===== src/rtl/efa_pkg.sv =====
// ----------------------------------------------------------------------------
// efa_pkg: shared types for the extent free-list allocator
// operation and status codes, table entry layout, and the command and
// status bundles that join the controller to the datapath
// ----------------------------------------------------------------------------
`default_nettype none

package efa_pkg;

  localparam int EFA_TABLE_ENTRIES = 32;
  localparam int EFA_ADDR_W        = 32;

  typedef enum logic [1:0] {
    OP_ALLOC = 2'd0,
    OP_FREE  = 2'd1,
    OP_TAKE  = 2'd2,
    OP_NONE  = 2'd3
  } efa_op_t;

  typedef enum logic [1:0] {
    ST_OK       = 2'd0,
    ST_NOFIT    = 2'd1,
    ST_FULL     = 2'd2,
    ST_NOTFOUND = 2'd3
  } efa_status_t;

  // table read address select
  typedef enum logic [2:0] {
    RD_ZERO,
    RD_LAST,
    RD_NEXT,
    RD_SKIP_UP,
    RD_SKIP_DOWN
  } efa_rd_sel_t;

  typedef enum logic [1:0] {
    IDX_HOLD,
    IDX_INC,
    IDX_DEC,
    IDX_COUNT
  } efa_idx_op_t;

  typedef enum logic [1:0] {
    WR_NONE,
    WR_UPDATE,
    WR_SHIFT,
    WR_NEW
  } efa_wr_sel_t;

  typedef enum logic [1:0] {
    CNT_HOLD,
    CNT_INC,
    CNT_DEC
  } efa_cnt_op_t;

  typedef struct packed {
    logic [EFA_ADDR_W-1:0] start;
    logic [EFA_ADDR_W-1:0] length;
  } efa_entry_t;

  typedef struct packed {
    logic        start;
    efa_rd_sel_t rd_sel;
    efa_idx_op_t idx_op;
    logic        pos_load;
    efa_wr_sel_t wr_sel;
    efa_cnt_op_t cnt_op;
    logic        res_set;
    logic        res_hit;
    efa_status_t res_status;
    logic        out_load;
  } efa_cmd_t;

  typedef struct packed {
    efa_op_t op;
    logic    hit;
    logic    drop;
    logic    stop_insert;
    logic    below_first;
    logic    last;
    logic    past_end;
    logic    shu_more;
    logic    empty;
    logic    full;
  } efa_stat_t;

endpackage

`default_nettype wire


===== src/rtl/efa_datapath.sv =====
// ----------------------------------------------------------------------------
// efa_datapath: extent table memory, index counters and compare logic
// one table read and one table write per cycle, read data registered
// ----------------------------------------------------------------------------
`default_nettype none

module efa_datapath #(
  parameter int TABLE_ENTRIES = efa_pkg::EFA_TABLE_ENTRIES
) (
  input  logic                           clk,
  input  logic                           rst_n,
  input  logic [1:0]                     in_operation,
  input  logic [efa_pkg::EFA_ADDR_W-1:0] in_start_block,
  input  logic [efa_pkg::EFA_ADDR_W-1:0] in_block_count,
  input  efa_pkg::efa_cmd_t              cmd,
  output efa_pkg::efa_stat_t             stat,
  output logic [efa_pkg::EFA_ADDR_W-1:0] out_result_block,
  output logic [efa_pkg::EFA_ADDR_W-1:0] out_taken_count,
  output logic [1:0]                     out_status
);
  import efa_pkg::*;

  localparam int AW = (TABLE_ENTRIES > 1) ? $clog2(TABLE_ENTRIES) : 1;
  localparam int CW = $clog2(TABLE_ENTRIES + 1);
  localparam logic [CW-1:0] FULL_COUNT = CW'(TABLE_ENTRIES);

  efa_entry_t mem [TABLE_ENTRIES];
  efa_entry_t rdata_r;
  efa_entry_t wr_data;
  efa_entry_t upd_entry;
  logic       wr_en;
  logic [AW-1:0] rd_addr;
  logic [AW-1:0] wr_addr;
  logic [CW-1:0] rd_idx;

  logic [CW-1:0] count_r, count_nxt;
  logic [CW-1:0] idx_r, idx_nxt;
  logic [CW-1:0] pos_r, pos_nxt;

  efa_op_t               op_r;
  logic [EFA_ADDR_W-1:0] first_r, want_r, end_r;
  logic [EFA_ADDR_W-1:0] ent_end, amt;
  logic                  hit;

  logic [EFA_ADDR_W-1:0] res_block_r, res_taken_r;
  efa_status_t           res_status_r;
  logic [EFA_ADDR_W-1:0] out_block_r, out_taken_r;
  efa_status_t           out_status_r;

  // compare logic on the entry read last cycle
  always_comb begin
    ent_end = rdata_r.start + rdata_r.length;
    amt     = (op_r == OP_TAKE && want_r > rdata_r.length) ? rdata_r.length : want_r;
    case (op_r)
      OP_ALLOC: hit = (rdata_r.length >= want_r);
      OP_FREE:  hit = (rdata_r.start == end_r) || (ent_end == first_r);
      OP_TAKE:  hit = (rdata_r.start == first_r);
      default:  hit = 1'b0;
    endcase
  end

  always_comb begin
    stat.op          = op_r;
    stat.hit         = hit;
    stat.drop        = (rdata_r.length == amt);
    stat.stop_insert = (first_r < rdata_r.start);
    stat.below_first = (idx_r == '0) && (first_r < rdata_r.start);
    stat.last        = ((idx_r + CW'(1)) == count_r);
    stat.past_end    = (first_r >= ent_end);
    stat.shu_more    = (idx_r > pos_r);
    stat.empty       = (count_r == '0);
    stat.full        = (count_r == FULL_COUNT);
  end

  // new contents of a hit entry
  always_comb begin
    if (op_r == OP_FREE) begin
      upd_entry.start  = (rdata_r.start == end_r) ? first_r : rdata_r.start;
      upd_entry.length = rdata_r.length + want_r;
    end else begin
      upd_entry.start  = rdata_r.start + amt;
      upd_entry.length = rdata_r.length - amt;
    end
  end

  always_comb begin
    case (cmd.rd_sel)
      RD_ZERO:      rd_idx = '0;
      RD_LAST:      rd_idx = count_r - CW'(1);
      RD_NEXT:      rd_idx = idx_r + CW'(1);
      RD_SKIP_UP:   rd_idx = idx_r + CW'(2);
      RD_SKIP_DOWN: rd_idx = idx_r - CW'(2);
      default:      rd_idx = '0;
    endcase
    rd_addr = rd_idx[AW-1:0];
  end

  always_comb begin
    wr_en   = 1'b1;
    wr_addr = idx_r[AW-1:0];
    wr_data = upd_entry;
    case (cmd.wr_sel)
      WR_UPDATE: wr_data = upd_entry;
      WR_SHIFT:  wr_data = rdata_r;
      WR_NEW: begin
        wr_addr       = pos_r[AW-1:0];
        wr_data.start  = first_r;
        wr_data.length = want_r;
      end
      default:   wr_en = 1'b0;
    endcase
  end

  always_comb begin
    if (cmd.start) begin
      idx_nxt = '0;
    end else begin
      case (cmd.idx_op)
        IDX_INC:   idx_nxt = idx_r + CW'(1);
        IDX_DEC:   idx_nxt = idx_r - CW'(1);
        IDX_COUNT: idx_nxt = count_r;
        default:   idx_nxt = idx_r;
      endcase
    end
    if (cmd.start) begin
      pos_nxt = count_r;
    end else if (cmd.pos_load) begin
      pos_nxt = idx_r;
    end else begin
      pos_nxt = pos_r;
    end
    case (cmd.cnt_op)
      CNT_INC: count_nxt = count_r + CW'(1);
      CNT_DEC: count_nxt = count_r - CW'(1);
      default: count_nxt = count_r;
    endcase
  end

  always_ff @(posedge clk) begin
    if (wr_en) begin
      mem[wr_addr] <= wr_data;
    end
    rdata_r <= mem[rd_addr];
  end

  always_ff @(posedge clk) begin
    if (!rst_n) begin
      count_r <= '0;
    end else begin
      count_r <= count_nxt;
    end
  end

  always_ff @(posedge clk) begin
    idx_r <= idx_nxt;
    pos_r <= pos_nxt;
    if (cmd.start) begin
      op_r    <= efa_op_t'(in_operation);
      first_r <= in_start_block;
      want_r  <= in_block_count;
      end_r   <= in_start_block + in_block_count;
    end
    if (cmd.res_set) begin
      res_status_r <= cmd.res_status;
      res_block_r  <= (cmd.res_hit && op_r == OP_ALLOC) ? rdata_r.start : '0;
      res_taken_r  <= (cmd.res_hit && op_r == OP_TAKE) ? amt : '0;
    end
    if (cmd.out_load) begin
      out_block_r  <= res_block_r;
      out_taken_r  <= res_taken_r;
      out_status_r <= res_status_r;
    end
  end

  assign out_result_block = out_block_r;
  assign out_taken_count  = out_taken_r;
  assign out_status       = out_status_r;

endmodule

`default_nettype wire


===== src/rtl/efa_ctrl.sv =====
// ----------------------------------------------------------------------------
// efa_ctrl: sequencer for the extent free-list allocator
// walks scan, shift and result phases and owns the result valid flag
// ----------------------------------------------------------------------------
`default_nettype none

module efa_ctrl (
  input  logic               clk,
  input  logic               rst_n,
  input  logic               in_valid,
  output logic               in_ready,
  input  logic [1:0]         in_operation,
  output logic               out_valid,
  input  logic               out_ready,
  input  efa_pkg::efa_stat_t stat,
  output efa_pkg::efa_cmd_t  cmd
);
  import efa_pkg::*;

  typedef enum logic [2:0] {
    S_IDLE,
    S_TAKE_LAST,
    S_EVAL,
    S_INS_PREP,
    S_SHIFT_UP,
    S_SHIFT_DOWN,
    S_DONE
  } state_t;

  state_t state_r, state_nxt;
  logic   out_valid_r, out_valid_nxt;

  always_comb begin
    cmd       = '0;
    state_nxt = state_r;
    case (state_r)
      S_IDLE: begin
        if (in_valid) begin
          cmd.start = 1'b1;
          case (efa_op_t'(in_operation))
            OP_ALLOC: begin
              if (stat.empty) begin
                cmd.res_set    = 1'b1;
                cmd.res_status = ST_NOFIT;
                state_nxt      = S_DONE;
              end else begin
                cmd.rd_sel = RD_ZERO;
                state_nxt  = S_EVAL;
              end
            end
            OP_FREE: begin
              if (stat.empty) begin
                state_nxt = S_INS_PREP;
              end else begin
                cmd.rd_sel = RD_ZERO;
                state_nxt  = S_EVAL;
              end
            end
            OP_TAKE: begin
              if (stat.empty) begin
                cmd.res_set    = 1'b1;
                cmd.res_status = ST_NOTFOUND;
                state_nxt      = S_DONE;
              end else begin
                cmd.rd_sel = RD_LAST;
                state_nxt  = S_TAKE_LAST;
              end
            end
            default: begin
              cmd.res_set    = 1'b1;
              cmd.res_status = ST_OK;
              state_nxt      = S_DONE;
            end
          endcase
        end
      end
      S_TAKE_LAST: begin
        if (stat.past_end) begin
          cmd.res_set    = 1'b1;
          cmd.res_status = ST_NOTFOUND;
          state_nxt      = S_DONE;
        end else begin
          cmd.rd_sel = RD_ZERO;
          state_nxt  = S_EVAL;
        end
      end
      S_EVAL: begin
        cmd.rd_sel = RD_NEXT;
        case (stat.op)
          OP_ALLOC: begin
            if (stat.hit) begin
              cmd.res_set    = 1'b1;
              cmd.res_hit    = 1'b1;
              cmd.res_status = ST_OK;
              if (stat.drop) begin
                state_nxt = S_SHIFT_DOWN;
              end else begin
                cmd.wr_sel = WR_UPDATE;
                state_nxt  = S_DONE;
              end
            end else if (stat.last) begin
              cmd.res_set    = 1'b1;
              cmd.res_status = ST_NOFIT;
              state_nxt      = S_DONE;
            end else begin
              cmd.idx_op = IDX_INC;
            end
          end
          OP_FREE: begin
            if (stat.hit) begin
              cmd.wr_sel     = WR_UPDATE;
              cmd.res_set    = 1'b1;
              cmd.res_status = ST_OK;
              state_nxt      = S_DONE;
            end else if (stat.stop_insert) begin
              cmd.pos_load = 1'b1;
              state_nxt    = S_INS_PREP;
            end else if (stat.last) begin
              state_nxt = S_INS_PREP;
            end else begin
              cmd.idx_op = IDX_INC;
            end
          end
          OP_TAKE: begin
            if (stat.below_first) begin
              cmd.res_set    = 1'b1;
              cmd.res_status = ST_NOTFOUND;
              state_nxt      = S_DONE;
            end else if (stat.hit) begin
              cmd.res_set    = 1'b1;
              cmd.res_hit    = 1'b1;
              cmd.res_status = ST_OK;
              if (stat.drop) begin
                state_nxt = S_SHIFT_DOWN;
              end else begin
                cmd.wr_sel = WR_UPDATE;
                state_nxt  = S_DONE;
              end
            end else if (stat.last) begin
              cmd.res_set    = 1'b1;
              cmd.res_status = ST_NOTFOUND;
              state_nxt      = S_DONE;
            end else begin
              cmd.idx_op = IDX_INC;
            end
          end
          default: begin
            cmd.res_set    = 1'b1;
            cmd.res_status = ST_OK;
            state_nxt      = S_DONE;
          end
        endcase
      end
      S_INS_PREP: begin
        if (stat.full) begin
          cmd.res_set    = 1'b1;
          cmd.res_status = ST_FULL;
          state_nxt      = S_DONE;
        end else begin
          cmd.rd_sel = RD_LAST;
          cmd.idx_op = IDX_COUNT;
          state_nxt  = S_SHIFT_UP;
        end
      end
      S_SHIFT_UP: begin
        if (stat.shu_more) begin
          cmd.wr_sel = WR_SHIFT;
          cmd.rd_sel = RD_SKIP_DOWN;
          cmd.idx_op = IDX_DEC;
        end else begin
          cmd.wr_sel     = WR_NEW;
          cmd.cnt_op     = CNT_INC;
          cmd.res_set    = 1'b1;
          cmd.res_status = ST_OK;
          state_nxt      = S_DONE;
        end
      end
      S_SHIFT_DOWN: begin
        if (!stat.last) begin
          cmd.wr_sel = WR_SHIFT;
          cmd.rd_sel = RD_SKIP_UP;
          cmd.idx_op = IDX_INC;
        end else begin
          cmd.cnt_op = CNT_DEC;
          state_nxt  = S_DONE;
        end
      end
      S_DONE: begin
        if (!out_valid_r || out_ready) begin
          cmd.out_load = 1'b1;
          state_nxt    = S_IDLE;
        end
      end
      default: begin
        state_nxt = S_IDLE;
      end
    endcase
  end

  always_comb begin
    if (cmd.out_load) begin
      out_valid_nxt = 1'b1;
    end else if (out_ready) begin
      out_valid_nxt = 1'b0;
    end else begin
      out_valid_nxt = out_valid_r;
    end
  end

  always_ff @(posedge clk) begin
    if (!rst_n) begin
      state_r     <= S_IDLE;
      out_valid_r <= 1'b0;
    end else begin
      state_r     <= state_nxt;
      out_valid_r <= out_valid_nxt;
    end
  end

  assign in_ready  = (state_r == S_IDLE);
  assign out_valid = out_valid_r;

endmodule

`default_nettype wire


===== src/rtl/extent_free_list_allocator_core.sv =====
// ----------------------------------------------------------------------------
// extent_free_list_allocator_core: first-fit extent allocator with coalescing
// sorted table of free extents; allocate, free and take requests, one result
// per request
// ----------------------------------------------------------------------------
// sequence: an unused opcode or an empty-table miss goes straight from
//   acceptance to the result state; otherwise the table memory (one read and
//   one write port) is scanned one entry per cycle and then shifted one entry
//   per cycle
// throughput: one transaction at a time; the next one is taken while the
//   previous result still waits in the output register
// reset: extent count cleared, table contents left undefined (no clearing
//   pass), ready for a transaction as soon as reset is released
`default_nettype none

module extent_free_list_allocator_core #(
  parameter int TABLE_ENTRIES = efa_pkg::EFA_TABLE_ENTRIES
) (
  input  logic                           clk,
  input  logic                           rst_n,
  // request channel
  input  logic                           in_valid,
  output logic                           in_ready,
  input  logic [1:0]                     in_operation,
  input  logic [efa_pkg::EFA_ADDR_W-1:0] in_start_block,
  input  logic [efa_pkg::EFA_ADDR_W-1:0] in_block_count,
  // result channel
  output logic                           out_valid,
  input  logic                           out_ready,
  output logic [efa_pkg::EFA_ADDR_W-1:0] out_result_block,
  output logic [efa_pkg::EFA_ADDR_W-1:0] out_taken_count,
  output logic [1:0]                     out_status
);
  import efa_pkg::*;

  // command bundle from the sequencer, flags back from the datapath
  efa_cmd_t  cmd;
  efa_stat_t stat;

  // sequencer: scan, shift-up on insert, shift-down on removal, result hand-off
  efa_ctrl u_ctrl (
    .clk          (clk),
    .rst_n        (rst_n),
    .in_valid     (in_valid),
    .in_ready     (in_ready),
    .in_operation (in_operation),
    .out_valid    (out_valid),
    .out_ready    (out_ready),
    .stat         (stat),
    .cmd          (cmd)
  );

  // table memory, entry count, scan index and the result registers
  efa_datapath #(
    .TABLE_ENTRIES (TABLE_ENTRIES)
  ) u_datapath (
    .clk              (clk),
    .rst_n            (rst_n),
    .in_operation     (in_operation),
    .in_start_block   (in_start_block),
    .in_block_count   (in_block_count),
    .cmd              (cmd),
    .stat             (stat),
    .out_result_block (out_result_block),
    .out_taken_count  (out_taken_count),
    .out_status       (out_status)
  );

`ifndef SYNTHESIS
  // an insert only happens with room left in the table
  a_inc_not_full: assert property (@(posedge clk) disable iff (!rst_n)
    cmd.cnt_op == CNT_INC |-> !stat.full)
    else $error("entry count grows past table size");

  // a removal only happens with at least one entry
  a_dec_not_empty: assert property (@(posedge clk) disable iff (!rst_n)
    cmd.cnt_op == CNT_DEC |-> !stat.empty)
    else $error("entry count drops below zero");

  // writing the new extent always comes with the count increment
  a_new_counts: assert property (@(posedge clk) disable iff (!rst_n)
    cmd.wr_sel == WR_NEW |-> cmd.cnt_op == CNT_INC)
    else $error("new extent written without count update");

  // a result is never loaded over one that has not been taken
  a_no_overwrite: assert property (@(posedge clk) disable iff (!rst_n)
    cmd.out_load |-> (!out_valid || out_ready))
    else $error("pending result overwritten");
`endif

endmodule

`default_nettype wire

===== config.mk =====
export PLATFORM = sky130hd
export DESIGN_NAME = extent_free_list_allocator_core
export DESIGN_NICKNAME = d
export VERILOG_FILES = /design/src/rtl/efa_pkg.sv /design/src/rtl/efa_datapath.sv /design/src/rtl/efa_ctrl.sv /design/src/rtl/extent_free_list_allocator_core.sv
export SDC_FILE = /design/constraint.sdc
export NUM_CORES = 2
export LEC_CHECK = 0
export BUFFER_PORTS_ARGS = -buffer_cell sky130_fd_sc_hd__buf_4
export CAP_MARGIN = 25
export CELL_PAD_IN_SITES_DETAIL_PLACEMENT = 1
export CELL_PAD_IN_SITES_GLOBAL_PLACEMENT = 1
export CORE_AREA = 5 5 743 561
export DETAILED_ROUTE_END_ITERATION = 10
export DIE_AREA = 0 0 748 566
export GPL_TIMING_DRIVEN = 0
export PLACE_DENSITY = 0.56
export REMOVE_ABC_BUFFERS = 1
export SLEW_MARGIN = 10
export SYNTH_ARGS = -nofsm -noshare
export SYNTH_HDL_FRONTEND = slang
export SYNTH_SLANG_ARGS = --single-unit

===== constraint.sdc =====
create_clock -name clk -period 7.7 [get_ports clk]
set_input_delay 0.77 -clock clk [delete_from_list [all_inputs] [get_ports clk]]
set_output_delay 0.77 -clock clk [all_outputs]
set_load 0.01 [all_outputs]

# ---- Word level (Yosys, flattened, before mapping)
# Memories as Yosys holds them, arrays and structs flattened. A register that Yosys moved wholly into a read port is not among the register bits.
# Cells that the tools add are included.
dict set report totals {
  ramBits 2048
  register_bits 252
  memories 1
  input_bits 70
  elab_cells 175
  output_inout_bits 68
}
dict set report op_classes {
  mux 92
  eq_ne 32
  magnitude_cmp 5
  n_addsub 11
  n_reduce_logical 19
}
# name depth word_bits read_ports rd_clocked_by_memory_dff write_ports line
set memory_table {}
lappend memory_table {u_datapath.mem 32 64 1 1 1 efa_datapath.sv:27} ;# efa_entry_t mem [TABLE_ENTRIES];
# operator count
set ops {}
lappend ops {{adder 32 bit} 4}
lappend ops {{equality test 32 bit} 4}
lappend ops {{one-hot mux 64 bit (2 select lines)} 1}
lappend ops {{greater-or-equal comparator 32 bit} 2}
lappend ops {{two-way mux 32 bit} 2}
lappend ops {{two-way mux 64 bit} 1}
lappend ops {{two-way mux 3 bit} 15}
lappend ops {{two-way mux 2 bit} 18}
lappend ops {{> comparator 32 bit} 1}
lappend ops {{less-than comparator 32 bit} 1}
lappend ops {{subtractor 32 bit} 1}
lappend ops {{two-way mux 1 bit} 29}
lappend ops {{one-hot mux 3 bit (7 select lines)} 1}
lappend ops {{one-hot mux 5 bit (4 select lines)} 1}
lappend ops {{one-hot mux 2 bit (3 select lines)} 3}
lappend ops {{one-hot mux 3 bit (3 select lines)} 2}
lappend ops {{one-hot mux 6 bit (3 select lines)} 1}
lappend ops {{one-hot mux 2 bit (4 select lines)} 2}
lappend ops {{one-hot mux 3 bit (5 select lines)} 1}
lappend ops {{equality test 2 bit (second input constant)} 7}
lappend ops {{adder 6 x 1 -> 6 bit (second input constant)} 2}
lappend ops {{equality test 3 x 2 -> 1 bit (second input constant)} 4}
lappend ops {{equality test 3 bit (second input constant)} 4}
lappend ops {{zero test 6 bit} 2}
lappend ops {{29 further kinds} 50}

# ---- Longest topological paths before layout
dict set report logic_depth {
  depth_word 14
  mapped_depth 27
  mapped_depth_nobuf 26
}

# ---- Modules after synthesis
# A second synthesis with hierarchy kept.
dict set report hier_totals {
  hier_cells 8637
  hier_area_um2 104735.4
}
# module area_each_um2 seq_area_each_um2 cells_per_inst instances
set by_module_without_submodules {}
lappend by_module_without_submodules {efa_datapath 104034.8 70107.2 8535 1}
lappend by_module_without_submodules {efa_ctrl 700.7 80.1 102 1}

# ---- Worst setup path after synthesis
# OpenSTA, ideal clock, no wires.
dict set report synth_timing {
  path_kind {reg2reg}
  from {reg, netlist name u_datapath.rdata_r[32]}
  to {mem u_datapath.mem[1][0] in the netlist's numbering (enable)}
  arrival_time_ps 7099
  path_buffers 0
  period_less_slack_ps 7586
  path_stages_with_launch 26
  setup_time_ps 487
  setup_slack_ps 114
  required_time_ps 7213
  cell_sequence {dfxtp_1 ha_1 inv_1 fa_1 nor2b_1 o21ai_0 a21oi_1 nor3_1 a211o_1 a31oi_1 nor4_1 a211oi_1 a311o_1 a21oi_1 xor2_1 ha_1 nand4_1 nor4_1 nand3_1 inv_1 o21ai_0 o31ai_1 nor2_1 o21ai_0 o21ai_1 nor2_1}
}
dict set report synth_via {
  elab_chain_cells 13
  word_cells_on_any_way 21
  classes_between {add/sub: 1; order compare: 1; eq/ne: 6; mux: 10; reduce/logical: 3}
}
# item line
set synth_rtl {}
lappend synth_rtl {{adder 32 bit} efa_datapath.sv:52} ;# ent_end = rdata_r.start + rdata_r.length;
lappend synth_rtl {{equality test 32 bit} efa_datapath.sv:56} ;# OP_FREE: hit = (rdata_r.start == end_r) || (ent_end == first_r);
lappend synth_rtl {{logical OR 1 bit} efa_datapath.sv:56}
lappend synth_rtl {{one-hot mux 1 bit (3 select lines)} efa_datapath.sv:54} ;# case (op_r)
lappend synth_rtl {{two-way mux 2 bit} efa_ctrl.sv:91} ;# if (stat.hit) begin
lappend synth_rtl {{two-way mux 2 bit} efa_ctrl.sv:125} ;# if (stat.below_first) begin
lappend synth_rtl {{one-hot mux 2 bit (3 select lines) (*)} efa_ctrl.sv:89} ;# case (stat.op)
lappend synth_rtl {{one-hot mux 2 bit (3 select lines) (*)} efa_ctrl.sv:36} ;# case (state_r)
lappend synth_rtl {{equality test 2 x 1 -> 1 bit / equality test 2 bit (equally long branches)} efa_datapath.sv:102} ;# case (cmd.wr_sel)
lappend synth_rtl {{OR reduction 3 bit (no line)} -}
lappend synth_rtl {{two-way mux 1 bit} efa_datapath.sv:102}
lappend synth_rtl {{two-way mux 1 bit} efa_datapath.sv:140} ;# if (wr_en) begin
lappend synth_rtl {{two-way mux 1 bit (not written as such)} efa_datapath.sv:141} ;# mem[wr_addr] <= wr_data;
lappend synth_rtl {{to (decl)} efa_datapath.sv:27}
# Every way passes the cells marked *; elsewhere a longest branch is shown, timed or not.

==> results.md <==
* Finished Cell Area at 0.125 mm2
* Syn_area_per_cell at 14.9 um2
* Cell count after synthesis at 6826
* Total gr overflow at 0
* Vias at 64700
* Port buffer count at 137
* CP max-delay cell: or4b_2
* Vias in the first global route at 66500
* Post-synthesis register bit count at 2364
* Setup-failing EPs final at 0
* Final min period at 7.52 ns
* Die span in y at 566 um
* Antenna Violating Nets Remaining at 0
* Worst EP required at 8.37 ns
* Num ports at 138
* Longest Clk Path Bufs at 4
* CTS buffer count at 247
* Routability Congestion at 0.876
* Initial Utilization at 24.8%
* Setup Skew at 0.0768 ns
* Die area at 0.423 mm2
* Power Total at 0.0599 W
* Placement Cell Area at 0.116 mm2
* WS Path Type: flip-flop to flip-flop
* Critical Path AT at 8.19 ns
* Largest net degree at the start of global routing at 75
* Hpwl dp at 260000 um
* Synth Flop Type: edfxtp_1
* Core Region at 0.409 mm2
* FFs w/ async S/R, synth at 0%
* Final cell count without fillers at 13000
* EDFF count, synth at 2284
* Peak per-stage delay on the critical path at 0.74 ns
* Outcome: complete, no violations
* Vias per std cell at 4.98
* DRC viols at 0
* Critical path startpoint category: flip-flop
* Pleak at 42.4 nW
* Crit end category: flip-flop
* H-tree Lvls at 4
* Total iterations of the first detailed-routing run at 6
* Unique masters post-synth at 81
* Share of post-route cells with drive strength above 1 at 18.7%
* Max_cap viols at 0
* YS warnings at 0
* Rel. slew slack at 25.9%
* Cell area after synthesis at 0.102 mm2
* Worst Tran Pin Value at 1.11 ns
* Final WL at 364000 um
* Clock Pin Slew Worst Setup and Hold Paths at 0.07 ns
* Most common cell after layout, fill and taps aside: edfxtp_1
* Max Freq at 133 MHz
* CTS root buf: clkbuf_16
* GRT Total Usage at 16.5%
* Slew Viols, Final at 0
* Most frequent cells in the layout: edfxtp_1, nand2_1, a21oi_1
* WL per Instance at 28.0 um
* Seq/Total Area, Yosys at 69.0%
* PwrDens at 480 mW/mm2
* Die width at 748 um
* Nets@finish at 7665
* Final Cycle Share at 97.7%
* Crit-path cells: inv_1, ha_1, nand4_1, nor4_4, nand2_1, a21oi_4, o21a_4, buf_16, mux2i_2, inv_1, ha_1, o21a_1, a2111oi_4, o311ai_2, a2111oi_1, buf_1, o31ai_2, nand2_1, o2111ai_1, o211ai_1, or4b_2, a21oi_4, a221o_4
* WHS at 0.0654 ns
* Area Overhead vs Synth at 22.7%
* CTS tree: done
* Starting DRT DRC Count at 6201
* Util after Layout at 30.5%
* FP Rows at 204
* Peak VDD IR at 0.000252 V
* First-pass GRT wire length at 509000 um
* Min-Delay Path Class: primary input to flip-flop
* Worst skew pair latency at 0.92 ns
* Initial antenna violation count at 39
* Final Hold Fails at 0
* Maximum fanout along the worst path at 29
* # clock sinks at 2364
* Dpl cells at 12500
[cell families (layout without fill, tap and decap cells)]
group                    count (synthesis)  in the layout  synth area share (%)
AO/OA/AOI/OAI                         1473           1475                  8.90
AND/OR/NAND/NOR                       1516           1516                  6.59
XOR/XNOR                               191            191                  1.64
flip-flops                            2364           2364                  69.0
adder cells (fa/ha/maj)                271            271                  3.38
buffers and inverters                  531           1236                  2.30
multiplexers                           480            480                  8.19
other                                    0              3                     0
[critical path, delay by kind of cell (launching register included)]
kind                     cells  cell delay [ns]
buffers and inverters        4             0.63
AND/OR/NAND/NOR              5             1.72
adder cells (fa/ha/maj)      2             0.79
AO/OA/AOI/OAI               11             2.96
multiplexers                 1             0.46
flip-flops                   1             0.62
[timing repair]
item | CTS | global route
pin swaps | 14 | 4
hold buffers | 28 | 0
endpoints found under the setup margin | 2740 | 689
cloned | 0 | 2
gates resized for setup | 30 | 29
setup buffers | 31 | 5
endpoints found under the hold margin | 28 | 0
[synthesized netlist by cell type, types with 82 or more instances]
cell type  count  area [um2]
nand2_1      701        2630
mux4_2       282        6350
o31ai_1      123         923
nor2_1       284        1070
nand3_1      260        1300
xnor2_1      104         911
xor2_1        87         762
edfxtp_1    2284       68600
clkbuf_1     199         747
ha_1         265        3320
inv_1        177         664
a21oi_1      468        2340
buf_2         82         410
o21ai_0      251        1260
o22ai_1      181        1130
mux2i_1      196        1960
[final timing paths]
check                                           startpoint                        endpoint  slack (ns)  cells after the start
worst max-delay path                u_datapath.rdata_r[31]          u_datapath.mem[10][62]        0.18                     23
worst min-delay path                    in_block_count[10]           u_datapath.want_r[10]        0.07                      1
worst max register to register      u_datapath.rdata_r[31]          u_datapath.mem[10][62]        0.18                     23
worst min register to register  u_datapath.res_taken_r[31]  u_datapath.out_taken_count[31]        0.42                      0
[final cells by class]
cell class,instances,area (um2)
diodes,3,7.51
well taps,5459,6830
flip-flops and latches,2364,70200
fillers,43000,285000
clock buffers,305,6590
clock inverters,153,1450
multi-input cells,3933,30200
repair buffers,598,8900
inverters,180,681
[where the power goes]
part	leakage (nW)	switching (W)	internal, W	total [W]
Sequential	21.4	0.00111	0.0206	0.0217
Combinational	17.1	0.0170	0.00926	0.0262
Clock	3.90	0.00515	0.00684	0.0120
[stage by stage]
stage,TNS (ns),worst slack [ns]
6_report,0,0.179
5_1_grt,-0.487,-0.0188
4_1_cts,0,0.000238
3_5_place_dp,-2967.63,-2.27
3_3_place_gp,-,-65.57
2_1_floorplan,-5536.46,-38.98
[per-layer routing]
layer  wire length, um  track usage, %  part of all wire (%)  vias to the layer above
met1            150000            21.2                    41                    34300
met2            181000            28.7                    50                     2133
met4             14700            5.88                   4.0                        0
li1                  -               -                     -                    27600
met3             18900            1.97                   5.2                      591
met5                 0               0                     0                        -
[flip-flops by register name, indices dropped and copies added (netlist names), 3 cells and up]
name and flops:
u_datapath.mem 2048, u_datapath.rdata_r 64, u_datapath.end_r 32, u_datapath.first_r 32, u_datapath.out_result_block 32, u_datapath.out_taken_count 32, u_datapath.res_block_r 32, u_datapath.res_taken_r 32
u_datapath.want_r 32, u_datapath.count_r 6, u_datapath.idx_r 6, u_datapath.pos_r 6, u_ctrl.state_r 3
Power figures use the tool's default switching activity.
